===== config.mk =====
export PLATFORM = sky130hd
export DESIGN_NAME = fly_camera_orientation_update
export DESIGN_NICKNAME = d
export VERILOG_FILES = /design/src/fco_pkg.sv /design/src/fco_cordic.sv /design/src/fly_camera_orientation_update.sv
export SDC_FILE = /design/constraint.sdc
export NUM_CORES = 2
export LEC_CHECK = 0
export BUFFER_PORTS_ARGS = -buffer_cell sky130_fd_sc_hd__buf_2
export CAP_MARGIN = 20
export CORE_ASPECT_RATIO = 0.6
export CORE_MARGIN = 10
export CORE_UTILIZATION = 65
export DETAILED_ROUTE_END_ITERATION = 7
export HOLD_SLACK_MARGIN = 0.15
export PLACE_DENSITY = 0.84
export SYNTH_ARGS = -nofsm -noshare
export SYNTH_HDL_FRONTEND = slang
export SYNTH_SLANG_ARGS = --single-unit

===== constraint.sdc =====
create_clock -name clk -period 20.9 [get_ports clk]
set_input_delay 4.18 -clock clk [delete_from_list [all_inputs] [get_ports clk]]
set_output_delay 4.18 -clock clk [all_outputs]
set_load 0.005 [all_outputs]

===== src/fco_pkg.sv =====
// ----------------------------------------------------------------------------
// fco_pkg: shared types, constants and helpers for the fly camera block
// Fixed-point widths, CORDIC arctangent table, sequencer states, register map.
// ----------------------------------------------------------------------------
package fco_pkg;

  // CORDIC step count, capped by the table length
  localparam int TRIG_ITERATIONS = 16;
  localparam int ATAN_ENTRIES    = 24;
  localparam int CORDIC_STEPS    = (TRIG_ITERATIONS < ATAN_ENTRIES) ?
                                   TRIG_ITERATIONS : ATAN_ENTRIES;
  localparam int STEP_W          = $clog2(ATAN_ENTRIES);

  // datapath widths
  localparam int ANG_W   = 26;   // Q9.16 degrees
  localparam int Z_W     = 27;   // CORDIC residual angle
  localparam int XY_W    = 34;   // CORDIC Q2.30 with headroom
  localparam int VEC_W   = 16;   // Q1.14
  localparam int POS_W   = 32;   // Q16.16
  localparam int MUL_A_W = 17;
  localparam int MUL_B_W = 33;
  localparam int PROD_W  = MUL_A_W + MUL_B_W;
  localparam int ACC_W   = 30;   // yaw/pitch accumulation
  localparam int ATAN_W  = 22;

  // angle constants in Q.16 degrees
  localparam logic signed [Z_W-1:0]   QUARTER_TURN = 27'sd5898240;
  localparam logic signed [Z_W-1:0]   HALF_TURN_Z  = 27'sd11796480;
  localparam logic signed [ACC_W-1:0] HALF_TURN    = 30'sd11796480;
  localparam logic signed [ACC_W-1:0] FULL_TURN    = 30'sd23592960;
  localparam logic signed [ACC_W-1:0] PITCH_LIMIT  = 30'sd5832704;
  localparam logic signed [XY_W-1:0]  CORDIC_START = 34'sd652032875;
  localparam logic signed [PROD_W-1:0] UNIT14      = 50'sd16384;
  localparam logic signed [PROD_W-1:0] MUL14_RND   = 50'sd8192;

  // reset state
  localparam logic signed [ANG_W-1:0] YAW_RESET   = -26'sd5898240;
  localparam logic signed [ANG_W-1:0] PITCH_RESET = -26'sd655360;
  localparam logic signed [POS_W-1:0] POS_Z_RESET = 32'sd1179648;

  // register map
  typedef enum logic {
    REG_MOVE_SPEED = 1'b0,
    REG_LOOK_GAIN  = 1'b1
  } reg_idx_t;

  // move directions
  typedef enum logic [2:0] {
    DIR_FWD   = 3'd0,
    DIR_BACK  = 3'd1,
    DIR_LEFT  = 3'd2,
    DIR_RIGHT = 3'd3,
    DIR_UP    = 3'd4,
    DIR_DOWN  = 3'd5
  } dir_t;

  typedef enum logic [4:0] {
    S_IDLE, S_MV_SPD, S_MV_LAT, S_MV_VEC, S_MV_ADD,
    S_LK_DX, S_LK_DY, S_LK_PIT, S_LK_WRAP, S_CY, S_CP,
    S_M0, S_M1, S_M2, S_M3, S_M4, S_DONE
  } state_t;

  // CORDIC handshake toward the sequencer
  typedef struct packed {
    logic                    done;
    logic signed [VEC_W-1:0] sin_v;
    logic signed [VEC_W-1:0] cos_v;
  } trig_res_t;

  // arctangent of 2^-i in Q.16 degrees
  function automatic logic [ATAN_W-1:0] atan_deg(input logic [STEP_W-1:0] i);
    logic [ATAN_W-1:0] r;
    unique case (i)
      5'd0:  r = 22'd2949120;
      5'd1:  r = 22'd1740967;
      5'd2:  r = 22'd919879;
      5'd3:  r = 22'd466945;
      5'd4:  r = 22'd234379;
      5'd5:  r = 22'd117304;
      5'd6:  r = 22'd58666;
      5'd7:  r = 22'd29335;
      5'd8:  r = 22'd14668;
      5'd9:  r = 22'd7334;
      5'd10: r = 22'd3667;
      5'd11: r = 22'd1833;
      5'd12: r = 22'd917;
      5'd13: r = 22'd458;
      5'd14: r = 22'd229;
      5'd15: r = 22'd115;
      5'd16: r = 22'd57;
      5'd17: r = 22'd29;
      5'd18: r = 22'd14;
      5'd19: r = 22'd7;
      5'd20: r = 22'd4;
      5'd21: r = 22'd2;
      5'd22: r = 22'd1;
      default: r = 22'd0;
    endcase
    return r;
  endfunction

  // clamp to +-1.0 in Q1.14
  function automatic logic signed [VEC_W-1:0] clamp_unit(
      input logic signed [PROD_W-1:0] v);
    logic signed [VEC_W-1:0] r;
    if (v > UNIT14) r = UNIT14[VEC_W-1:0];
    else if (v < -UNIT14) r = -UNIT14[VEC_W-1:0];
    else r = v[VEC_W-1:0];
    return r;
  endfunction

  // Q1.14 x Q1.14 product, rounded back to Q1.14
  function automatic logic signed [VEC_W-1:0] mul14(
      input logic signed [PROD_W-1:0] p);
    logic signed [PROD_W-1:0] s;
    s = (p + MUL14_RND) >>> 14;
    return clamp_unit(s);
  endfunction

endpackage


===== src/fco_cordic.sv =====
// ----------------------------------------------------------------------------
// fco_cordic: iterative rotation-mode CORDIC, sine and cosine of a Q.16 angle
// One micro-rotation per cycle; a load step, CORDIC_STEPS micro-rotation steps, a rounding step.
// ----------------------------------------------------------------------------
module fco_cordic import fco_pkg::*; (
  input  logic                    clk,
  input  logic                    rst_n,
  input  logic                    start,
  input  logic signed [ANG_W-1:0] angle,
  output trig_res_t               res
);

  logic signed [XY_W-1:0] x_r, y_r;
  logic signed [Z_W-1:0]  z_r;
  logic                   neg_r;
  logic [STEP_W-1:0]      step_r;
  logic                   busy_r, fin_r, done_r;
  logic signed [VEC_W-1:0] sin_r, cos_r;

  logic signed [Z_W-1:0]    z_in;
  logic signed [XY_W-1:0]   xs, ys, xf, yf;
  logic signed [Z_W-1:0]    at;
  logic signed [PROD_W-1:0] xr, yr;
  logic                     last_step;

  assign z_in = Z_W'(angle);
  assign xs   = x_r >>> step_r;
  assign ys   = y_r >>> step_r;
  assign at   = Z_W'(atan_deg(step_r));
  assign xf   = neg_r ? -x_r : x_r;
  assign yf   = neg_r ? -y_r : y_r;
  assign xr   = (PROD_W'(xf) + 50'sd32768) >>> 16;
  assign yr   = (PROD_W'(yf) + 50'sd32768) >>> 16;
  assign last_step = busy_r && (step_r == STEP_W'(CORDIC_STEPS - 1));

  // control
  always_ff @(posedge clk) begin
    if (!rst_n) begin
      busy_r <= 1'b0;
      fin_r  <= 1'b0;
      done_r <= 1'b0;
    end else begin
      done_r <= fin_r;
      fin_r  <= !start && last_step;
      if (start) begin
        busy_r <= 1'b1;
      end else if (last_step) begin
        busy_r <= 1'b0;
      end
    end
  end

  // datapath: quadrant fold, micro-rotations, final rounding
  always_ff @(posedge clk) begin
    if (start) begin
      x_r    <= CORDIC_START;
      y_r    <= '0;
      step_r <= '0;
      if (z_in > QUARTER_TURN) begin
        z_r   <= z_in - HALF_TURN_Z;
        neg_r <= 1'b1;
      end else if (z_in < -QUARTER_TURN) begin
        z_r   <= z_in + HALF_TURN_Z;
        neg_r <= 1'b1;
      end else begin
        z_r   <= z_in;
        neg_r <= 1'b0;
      end
    end else if (busy_r) begin
      step_r <= step_r + 1'b1;
      if (z_r >= 0) begin
        x_r <= x_r - ys;
        y_r <= y_r + xs;
        z_r <= z_r - at;
      end else begin
        x_r <= x_r + ys;
        y_r <= y_r - xs;
        z_r <= z_r + at;
      end
    end
    if (fin_r) begin
      cos_r <= clamp_unit(xr);
      sin_r <= clamp_unit(yr);
    end
  end

  assign res.done  = done_r;
  assign res.sin_v = sin_r;
  assign res.cos_v = cos_r;

endmodule


===== src/fly_camera_orientation_update.sv =====
// ----------------------------------------------------------------------------
// fly_camera_orientation_update: yaw/pitch fly camera state keeper
//
//   port group | dir | word contents
//   in_*       | in  | move or look command (tuser = mode)
//   out_*      | out | position and front/right/up vectors after the command
//   cfg_*      | in  | APB registers move_speed (0x0), look_gain (0x4)
//
// A move word goes through the shared multiplier (an unused direction skips it).
// A look word takes up to 6 wrap steps for yaw, then two CORDIC runs, one for
// yaw and one for pitch, then four multiplier passes.
// One word at a time; a finished word waits in the output register.
// rst_n is synchronous and restores the startup camera pose and registers.
// ----------------------------------------------------------------------------
module fly_camera_orientation_update import fco_pkg::*; (
  input  logic         clk,
  input  logic         rst_n,
  // in_tdata: direction[2:0], time_step[18:3], look_dx[34:19], look_dy[50:35]
  input  logic [55:0]  in_tdata,
  // in_tuser: mode[0]
  input  logic         in_tuser,
  input  logic         in_tvalid,
  output logic         in_tready,
  // out_tdata: pos_x, pos_y, pos_z (32 each), front_x..z, right_x..z,
  //            up_x..z (16 each), from bit 0 up
  output logic [239:0] out_tdata,
  output logic         out_tvalid,
  input  logic         out_tready,
  input  logic         cfg_psel,
  input  logic         cfg_penable,
  input  logic         cfg_pwrite,
  input  logic [2:0]   cfg_paddr,
  input  logic [31:0]  cfg_pwdata,
  output logic [31:0]  cfg_prdata,
  output logic         cfg_pready
);

  state_t state_r, state_nxt;

  logic [15:0] ms_r, lg_r;
  logic signed [ANG_W-1:0] yaw_r, pitch_r;
  logic signed [POS_W-1:0] pos_r [3];
  logic signed [VEC_W-1:0] front_r [3];
  logic signed [VEC_W-1:0] right_r [3];
  logic signed [VEC_W-1:0] up_r [3];
  logic signed [VEC_W-1:0] sy_r, cy_r, sp_r, cp_r;

  logic [2:0]  dir_r;
  logic [15:0] ts_r;
  logic signed [15:0] dx_r, dy_r;
  logic [31:0] speed_r;
  logic [1:0]  k_r;
  logic signed [ACC_W-1:0] yacc_r;
  logic signed [PROD_W-1:0] prod_r;
  logic out_valid_r;
  logic [239:0] out_data_r;

  logic signed [MUL_A_W-1:0] mul_a;
  logic signed [MUL_B_W-1:0] mul_b;
  logic in_acc, out_load, cstart;
  logic signed [ANG_W-1:0] cangle;
  trig_res_t trig;

  // APB
  assign cfg_pready = 1'b1;
  always_ff @(posedge clk) begin
    if (!rst_n) begin
      ms_r <= 16'd768;
      lg_r <= 16'd6554;
    end else if (cfg_psel && cfg_penable && cfg_pwrite) begin
      unique case (reg_idx_t'(cfg_paddr[2]))
        REG_MOVE_SPEED: ms_r <= cfg_pwdata[15:0];
        REG_LOOK_GAIN:  lg_r <= cfg_pwdata[15:0];
      endcase
    end
  end
  always_comb begin
    unique case (reg_idx_t'(cfg_paddr[2]))
      REG_MOVE_SPEED: cfg_prdata = {16'd0, ms_r};
      REG_LOOK_GAIN:  cfg_prdata = {16'd0, lg_r};
    endcase
  end

  // shared CORDIC
  fco_cordic u_cordic (
    .clk   (clk),
    .rst_n (rst_n),
    .start (cstart),
    .angle (cangle),
    .res   (trig)
  );

  // move helpers
  logic signed [VEC_W-1:0] mv_vec;
  logic mv_neg;
  logic signed [PROD_W-1:0] d_full;
  logic signed [33:0] d_ext, p_sum;
  logic signed [POS_W-1:0] p_sat;
  always_comb begin
    unique case (dir_r[2:1])
      2'd0:    mv_vec = front_r[k_r];
      2'd1:    mv_vec = right_r[k_r];
      default: mv_vec = up_r[k_r];
    endcase
    mv_neg = (dir_r == DIR_BACK) || (dir_r == DIR_LEFT) || (dir_r == DIR_DOWN);
    d_full = (prod_r + 50'sd2097152) >>> 22;
    d_ext  = d_full[33:0];
    p_sum  = mv_neg ? 34'(pos_r[k_r]) - d_ext : 34'(pos_r[k_r]) + d_ext;
    if (p_sum > 34'sd2147483647) p_sat = 32'sh7fffffff;
    else if (p_sum < -34'sd2147483648) p_sat = 32'sh80000000;
    else p_sat = p_sum[POS_W-1:0];
  end

  // look helpers
  logic signed [PROD_W-1:0] dang_full;
  logic signed [ACC_W-1:0]  dang, pacc;
  assign dang_full = (prod_r + 50'sd8) >>> 4;
  assign dang      = dang_full[ACC_W-1:0];
  assign pacc      = ACC_W'(pitch_r) + dang;

  // sequencer and multiplier operands
  always_comb begin
    state_nxt = state_r;
    mul_a     = '0;
    mul_b     = '0;
    cstart    = 1'b0;
    cangle    = pitch_r;
    out_load  = 1'b0;
    in_tready = (state_r == S_IDLE);
    in_acc    = in_tvalid && in_tready;
    unique case (state_r)
      S_IDLE: begin
        if (in_acc) begin
          if (in_tuser) state_nxt = S_LK_DX;
          else if (in_tdata[2:0] > DIR_DOWN) state_nxt = S_DONE;
          else state_nxt = S_MV_SPD;
        end
      end
      S_MV_SPD: begin
        mul_a = MUL_A_W'({1'b0, ms_r});
        mul_b = MUL_B_W'({1'b0, ts_r});
        state_nxt = S_MV_LAT;
      end
      S_MV_LAT: state_nxt = S_MV_VEC;
      S_MV_VEC: begin
        mul_a = MUL_A_W'(mv_vec);
        mul_b = {1'b0, speed_r};
        state_nxt = S_MV_ADD;
      end
      S_MV_ADD: state_nxt = (k_r == 2'd2) ? S_DONE : S_MV_VEC;
      S_LK_DX: begin
        mul_a = MUL_A_W'(dx_r);
        mul_b = MUL_B_W'({1'b0, lg_r});
        state_nxt = S_LK_DY;
      end
      S_LK_DY: begin
        mul_a = MUL_A_W'(dy_r);
        mul_b = MUL_B_W'({1'b0, lg_r});
        state_nxt = S_LK_PIT;
      end
      S_LK_PIT: state_nxt = S_LK_WRAP;
      S_LK_WRAP: begin
        if (yacc_r >= 0 && yacc_r < FULL_TURN) begin
          cstart    = 1'b1;
          cangle    = ANG_W'(yacc_r - HALF_TURN);
          state_nxt = S_CY;
        end
      end
      S_CY: begin
        if (trig.done) begin
          cstart    = 1'b1;
          state_nxt = S_CP;
        end
      end
      S_CP: if (trig.done) state_nxt = S_M0;
      S_M0: begin
        mul_a = MUL_A_W'(cy_r);
        mul_b = MUL_B_W'(cp_r);
        state_nxt = S_M1;
      end
      S_M1: begin
        mul_a = MUL_A_W'(sy_r);
        mul_b = MUL_B_W'(cp_r);
        state_nxt = S_M2;
      end
      S_M2: begin
        mul_a = MUL_A_W'(cy_r);
        mul_b = MUL_B_W'(sp_r);
        state_nxt = S_M3;
      end
      S_M3: begin
        mul_a = MUL_A_W'(sy_r);
        mul_b = MUL_B_W'(sp_r);
        state_nxt = S_M4;
      end
      S_M4: state_nxt = S_DONE;
      S_DONE: begin
        if (!out_valid_r || out_tready) begin
          out_load  = 1'b1;
          state_nxt = S_IDLE;
        end
      end
      default: state_nxt = S_IDLE;
    endcase
  end

  always_ff @(posedge clk) begin
    if (!rst_n) state_r <= S_IDLE;
    else state_r <= state_nxt;
  end

  // shared multiplier, registered
  always_ff @(posedge clk) begin
    prod_r <= mul_a * mul_b;
  end

  // camera state
  always_ff @(posedge clk) begin
    if (!rst_n) begin
      yaw_r      <= YAW_RESET;
      pitch_r    <= PITCH_RESET;
      pos_r[0]   <= '0;
      pos_r[1]   <= '0;
      pos_r[2]   <= POS_Z_RESET;
      front_r[0] <= 16'sd0;
      front_r[1] <= -16'sd2845;
      front_r[2] <= -16'sd16135;
      right_r[0] <= 16'sd16384;
      right_r[1] <= 16'sd0;
      right_r[2] <= 16'sd0;
      up_r[0]    <= 16'sd0;
      up_r[1]    <= 16'sd16135;
      up_r[2]    <= -16'sd2845;
    end else begin
      unique case (state_r)
        S_MV_ADD:  pos_r[k_r] <= p_sat;
        S_LK_PIT: begin
          if (pacc > PITCH_LIMIT) pitch_r <= PITCH_LIMIT[ANG_W-1:0];
          else if (pacc < -PITCH_LIMIT) pitch_r <= ANG_W'(-PITCH_LIMIT);
          else pitch_r <= pacc[ANG_W-1:0];
        end
        S_LK_WRAP: if (cstart) yaw_r <= cangle;
        S_M1: front_r[0] <= mul14(prod_r);
        S_M2: front_r[2] <= mul14(prod_r);
        S_M3: up_r[0]    <= -mul14(prod_r);
        S_M4: begin
          up_r[2]    <= -mul14(prod_r);
          front_r[1] <= sp_r;
          right_r[0] <= -sy_r;
          right_r[1] <= '0;
          right_r[2] <= cy_r;
          up_r[1]    <= cp_r;
        end
        default: ;
      endcase
    end
  end

  // working registers
  always_ff @(posedge clk) begin
    if (in_acc) begin
      dir_r <= in_tdata[2:0];
      ts_r  <= in_tdata[18:3];
      dx_r  <= in_tdata[34:19];
      dy_r  <= in_tdata[50:35];
    end
    unique case (state_r)
      S_MV_LAT: begin
        speed_r <= prod_r[31:0];
        k_r     <= '0;
      end
      S_MV_ADD: k_r <= k_r + 1'b1;
      S_LK_DY:  yacc_r <= ACC_W'(yaw_r) + dang + HALF_TURN;
      S_LK_WRAP: begin
        if (yacc_r >= FULL_TURN) yacc_r <= yacc_r - FULL_TURN;
        else if (yacc_r < 0) yacc_r <= yacc_r + FULL_TURN;
      end
      S_CY: if (trig.done) begin
        sy_r <= trig.sin_v;
        cy_r <= trig.cos_v;
      end
      S_CP: if (trig.done) begin
        sp_r <= trig.sin_v;
        cp_r <= trig.cos_v;
      end
      default: ;
    endcase
  end

  // output register
  always_ff @(posedge clk) begin
    if (!rst_n) out_valid_r <= 1'b0;
    else if (out_load) out_valid_r <= 1'b1;
    else if (out_tready) out_valid_r <= 1'b0;
  end
  always_ff @(posedge clk) begin
    if (out_load) begin
      out_data_r <= {up_r[2], up_r[1], up_r[0], right_r[2], right_r[1], right_r[0],
                     front_r[2], front_r[1], front_r[0], pos_r[2], pos_r[1], pos_r[0]};
    end
  end

  assign out_tvalid = out_valid_r;
  assign out_tdata  = out_data_r;

endmodule

==> metrics.csv <==
stage,metric,value,unit
clocking,CTS Buf Count,91,
die,DIE WIDTH,463,um
detailed_routing,DRC,12,
layout,finished layout cell area,82400,um^2
sta,max_slew headroom,-0.0181,
synth,largest cells by area after synthesis,"edfxtp_1 28%, fa_1 14%, dfxtp_1 6.3%",
placed_design,hpwl dp,204,mm
placed_design,port bufs,317,
synth,Yosys reg bits,959,
sta,skew final,50.9,ps
job,Max Cap Violations,0,
sta,setup TNS,0,ps
min_path,HP Class,register to register,
detailed_routing,Routed Wire Length,266,mm
sta,Tmin final,10970,ps
setup_path,Worst Path Max Fanout,33,
status,failing checks,"DRC, slew limit",
die,row count,97,
sta,worst hold margin,413,ps
setup_path,Reg2Reg Depth,27,
global_routing,pin count of the biggest net entering global routing,82,
synth,Yosys cell types,109,
placed_design,Cells after DPL,9451,
layout,Final nets,8963,
die,die area,132000,um^2
global_routing,vias in the first global route,61000,
global_routing,total grt overflow,0,
placed_design,Area after DPL,79300,um^2
power_and_ir_drop,pwr dens,155,nW/um^2
setup_path,crit path kind,register to register,
layout,Layout area overhead,7.91,%
sta,fmax,0.0912,GHz
detailed_routing,via count,64400,
detailed_routing,Vias/cell,6.69,
global_routing,initial antenna violation count,11,
clocking,CTS Root Cell,clkbuf_16,
setup_path,"Arr. time, crit path",11590,ps
power_and_ir_drop,Lkg Pwr,34.8,nW
sta,RSZ-0062 raised after global routing,no,
power_and_ir_drop,Max VDD drop,0.241,mV
sta,endpoints failing setup,0,
layout,fraction of layout cells with a size suffix above 1,0.112,
synth,async set or reset register ratio after synthesis,0,
synth,synthesized netlist cell count,7816,
sta,final hold violation count,0,
detailed_routing,WL per Instance,27.6,um
global_routing,first-pass GRT wire length,391,mm
synth,Main synth FF type,edfxtp_1,
synth,Ys Warns,0,
placed_design,GP Congestion,1.07,
die,IO Count,374,
synth,Post-Syn Area per Cell,9.77,um^2
clocking,Clock Tree Buf Depth,3,
min_path,worst hold stages,0,
synth,post-synthesis sequential area ratio,0.346,
sta,Final Max Tran Viols,1,
detailed_routing,Initial DRC Count,9644,
setup_path,Worst setup EP type,register,
clocking,CTS resizes,0,
clocking,CTS sink count,959,
clocking,TritonCTS clock tree,done,
synth,"area leader, netlist",edfxtp_1,
clocking,clock latency on the worst-skew pair,750,ps
sta,Final Cycle Share,0.525,
detailed_routing,ANT nets after route,0,
sta,Slew @ Worst Pin,1530,ps
global_routing,GRT Overall Usage,0.388,
synth,top cell type's share of synthesized area,0.283,
clocking,# Post-CTS Setup Buffers,0,
layout,Non-Filler Instances,9630,
detailed_routing,Initial DRT Pass Iterations,8,
setup_path,Startpoint Class,register,
clocking,CTS H-tree depth,3,
clocking,CTS Hold Bufs,0,
setup_path,WP data required,21520,ps
status,status,finished with violations,
layout,final core occ,0.707,
clocking,clock slew at reported path FFs,70,ps
die,Die Y,286,um
synth,Post-synth EDFFs,719,
synth,mapped cell area,76400,um^2
die,Initial Util,0.655,
die,Core Area,117000,um^2
==> final timing paths <==
check	startpoint	end	slack [ps]
max reg2reg	state_r[1]	prod_r[47]	9930
min	prod_r[1]	speed_r[1]	410
max	state_r[1]	prod_r[47]	9930
min reg2reg	prod_r[1]	speed_r[1]	410
==> registers in the layout, summed over array words and instances (netlist names), 27 cells and up, named ones only <==
name and cells:
yacc_r 30, up_r 48, prod_r 50, speed_r 32, u_cordic.x_r 34, u_cordic.y_r 34, u_cordic.z_r 27, front_r 48
pos_r 128, right_r 32, out_tdata 224
==> layer usage <==
metal  up-vias  routed length (um)  track usage
met5         -                 465       0.0177
met4        29               10100        0.121
met3       699               48300        0.203
met2      4975              106000        0.533
met1     31300              101000        0.527
li1      27400                   -            -
==> through the flow <==
| stage | worst slack [ps] | power [mW] |
|---|---|---|
| detailed placement | 10480 | 10.7 |
| CTS | 10390 | 12.4 |
| global route | 9640 | 13.4 |
| global placement | 10600 | 10.4 |
| finish | 9930 | 12.8 |
| floorplan | 5920 | 8.53 |
==> where the power goes <==
part	switching, mW	internal, mW	leakage [nW]
Clock	0.824	0.898	1.48
Sequential	0.502	2.48	8.65
Combinational	5.14	2.92	24.6
Total	6.47	6.30	34.8
==> layout make-up <==
class	instances	area [um^2]
Clock buffer	117	2470
Tap cell	1584	1980
Inverter	725	2720
Clock inverter	54	566
Sequential cell	959	26400
Fill cell	8677	34200
Antenna cell	6	15.0
Multi-Input combinational cell	5739	45700
Timing Repair Buffer	446	2570
==> synthesized netlist by cell type (43+ instances only) <==
| cell | number |
|---|---|
| nor3_1 | 89 |
| or3_1 | 50 |
| a21oi_1 | 403 |
| nand4_1 | 62 |
| nor4_1 | 46 |
| nand2b_1 | 116 |
| mux2_2 | 56 |
| and3_1 | 65 |
| a211oi_1 | 48 |
| nand3_1 | 136 |
| a22oi_1 | 61 |
| and2_1 | 71 |
| dfxtp_1 | 240 |
| edfxtp_1 | 719 |
| o31ai_1 | 43 |
| xor2_1 | 220 |
| ha_1 | 360 |
| or2_2 | 46 |
| o22ai_1 | 61 |
| mux4_2 | 108 |
| clkbuf_1 | 299 |
| inv_1 | 719 |
| a31oi_1 | 56 |
| a21o_1 | 117 |
| nand2_1 | 781 |
| nor2_1 | 902 |
| fa_1 | 542 |
| o21ai_0 | 306 |
| a221oi_1 | 47 |
| nor2b_1 | 55 |
| o21a_1 | 47 |
| xnor2_1 | 280 |
| mux2i_1 | 125 |
==> cells by family after synthesis <==
family	share of synthesized area
XOR/XNOR	0.0573
multiplexers	0.0573
flip-flops	0.346
AO/OA/AOI/OAI	0.128
adder cells (fa/ha/maj)	0.201
other	0.0000983
buffers and inverters	0.0603
AND/OR/NAND/NOR	0.150
==> placed cells by master, fill, tap and decap left out, types with 28 or more instances in the layout <==
master,count
a211oi_1,48
a21o_1,117
a21oi_1,393
a221oi_1,45
a22oi_1,61
a31oi_1,55
and2_1,71
and3_1,63
buf_2,317
buf_4,127
clkbuf_16,91
conb_1,33
dfxtp_1,233
edfxtp_1,719
fa_1,542
ha_1,360
inv_1,718
mux2_2,56
mux2i_1,124
mux4_2,108
nand2_1,781
nand2b_1,116
nand3_1,132
nand4_1,62
nor2_1,898
nor2b_1,53
nor3_1,85
nor4_1,44
o211ai_1,37
o21a_1,47
o21ai_0,306
o21bai_1,28
o22ai_1,61
o31ai_1,41
or2_2,47
or3_1,50
xnor2_1,280
xor2_1,220
==> worst max-delay path, stage by stage (launching register included) <==
cell      delay [ps]
dfxtp_1         1010
nor3_1           370
nor2b_2          260
buf_4            270
a22oi_1          640
nand3_2         1020
nand2_1          390
fa_1             470
inv_1             90
fa_1             440
fa_1             500
fa_1             540
fa_1             550
inv_1             60
fa_1             530
inv_1             40
ha_1             380
nand4_1          170
nor2_1           360
o221ai_1         470
a211o_1          440
and2_1           200
o21ai_0          400
o21ai_0          270
o21ai_0          450
a21o_1           180
a21oi_1           80
xnor2_1          130
No activity file was read; power rests on OpenSTA's default activity.
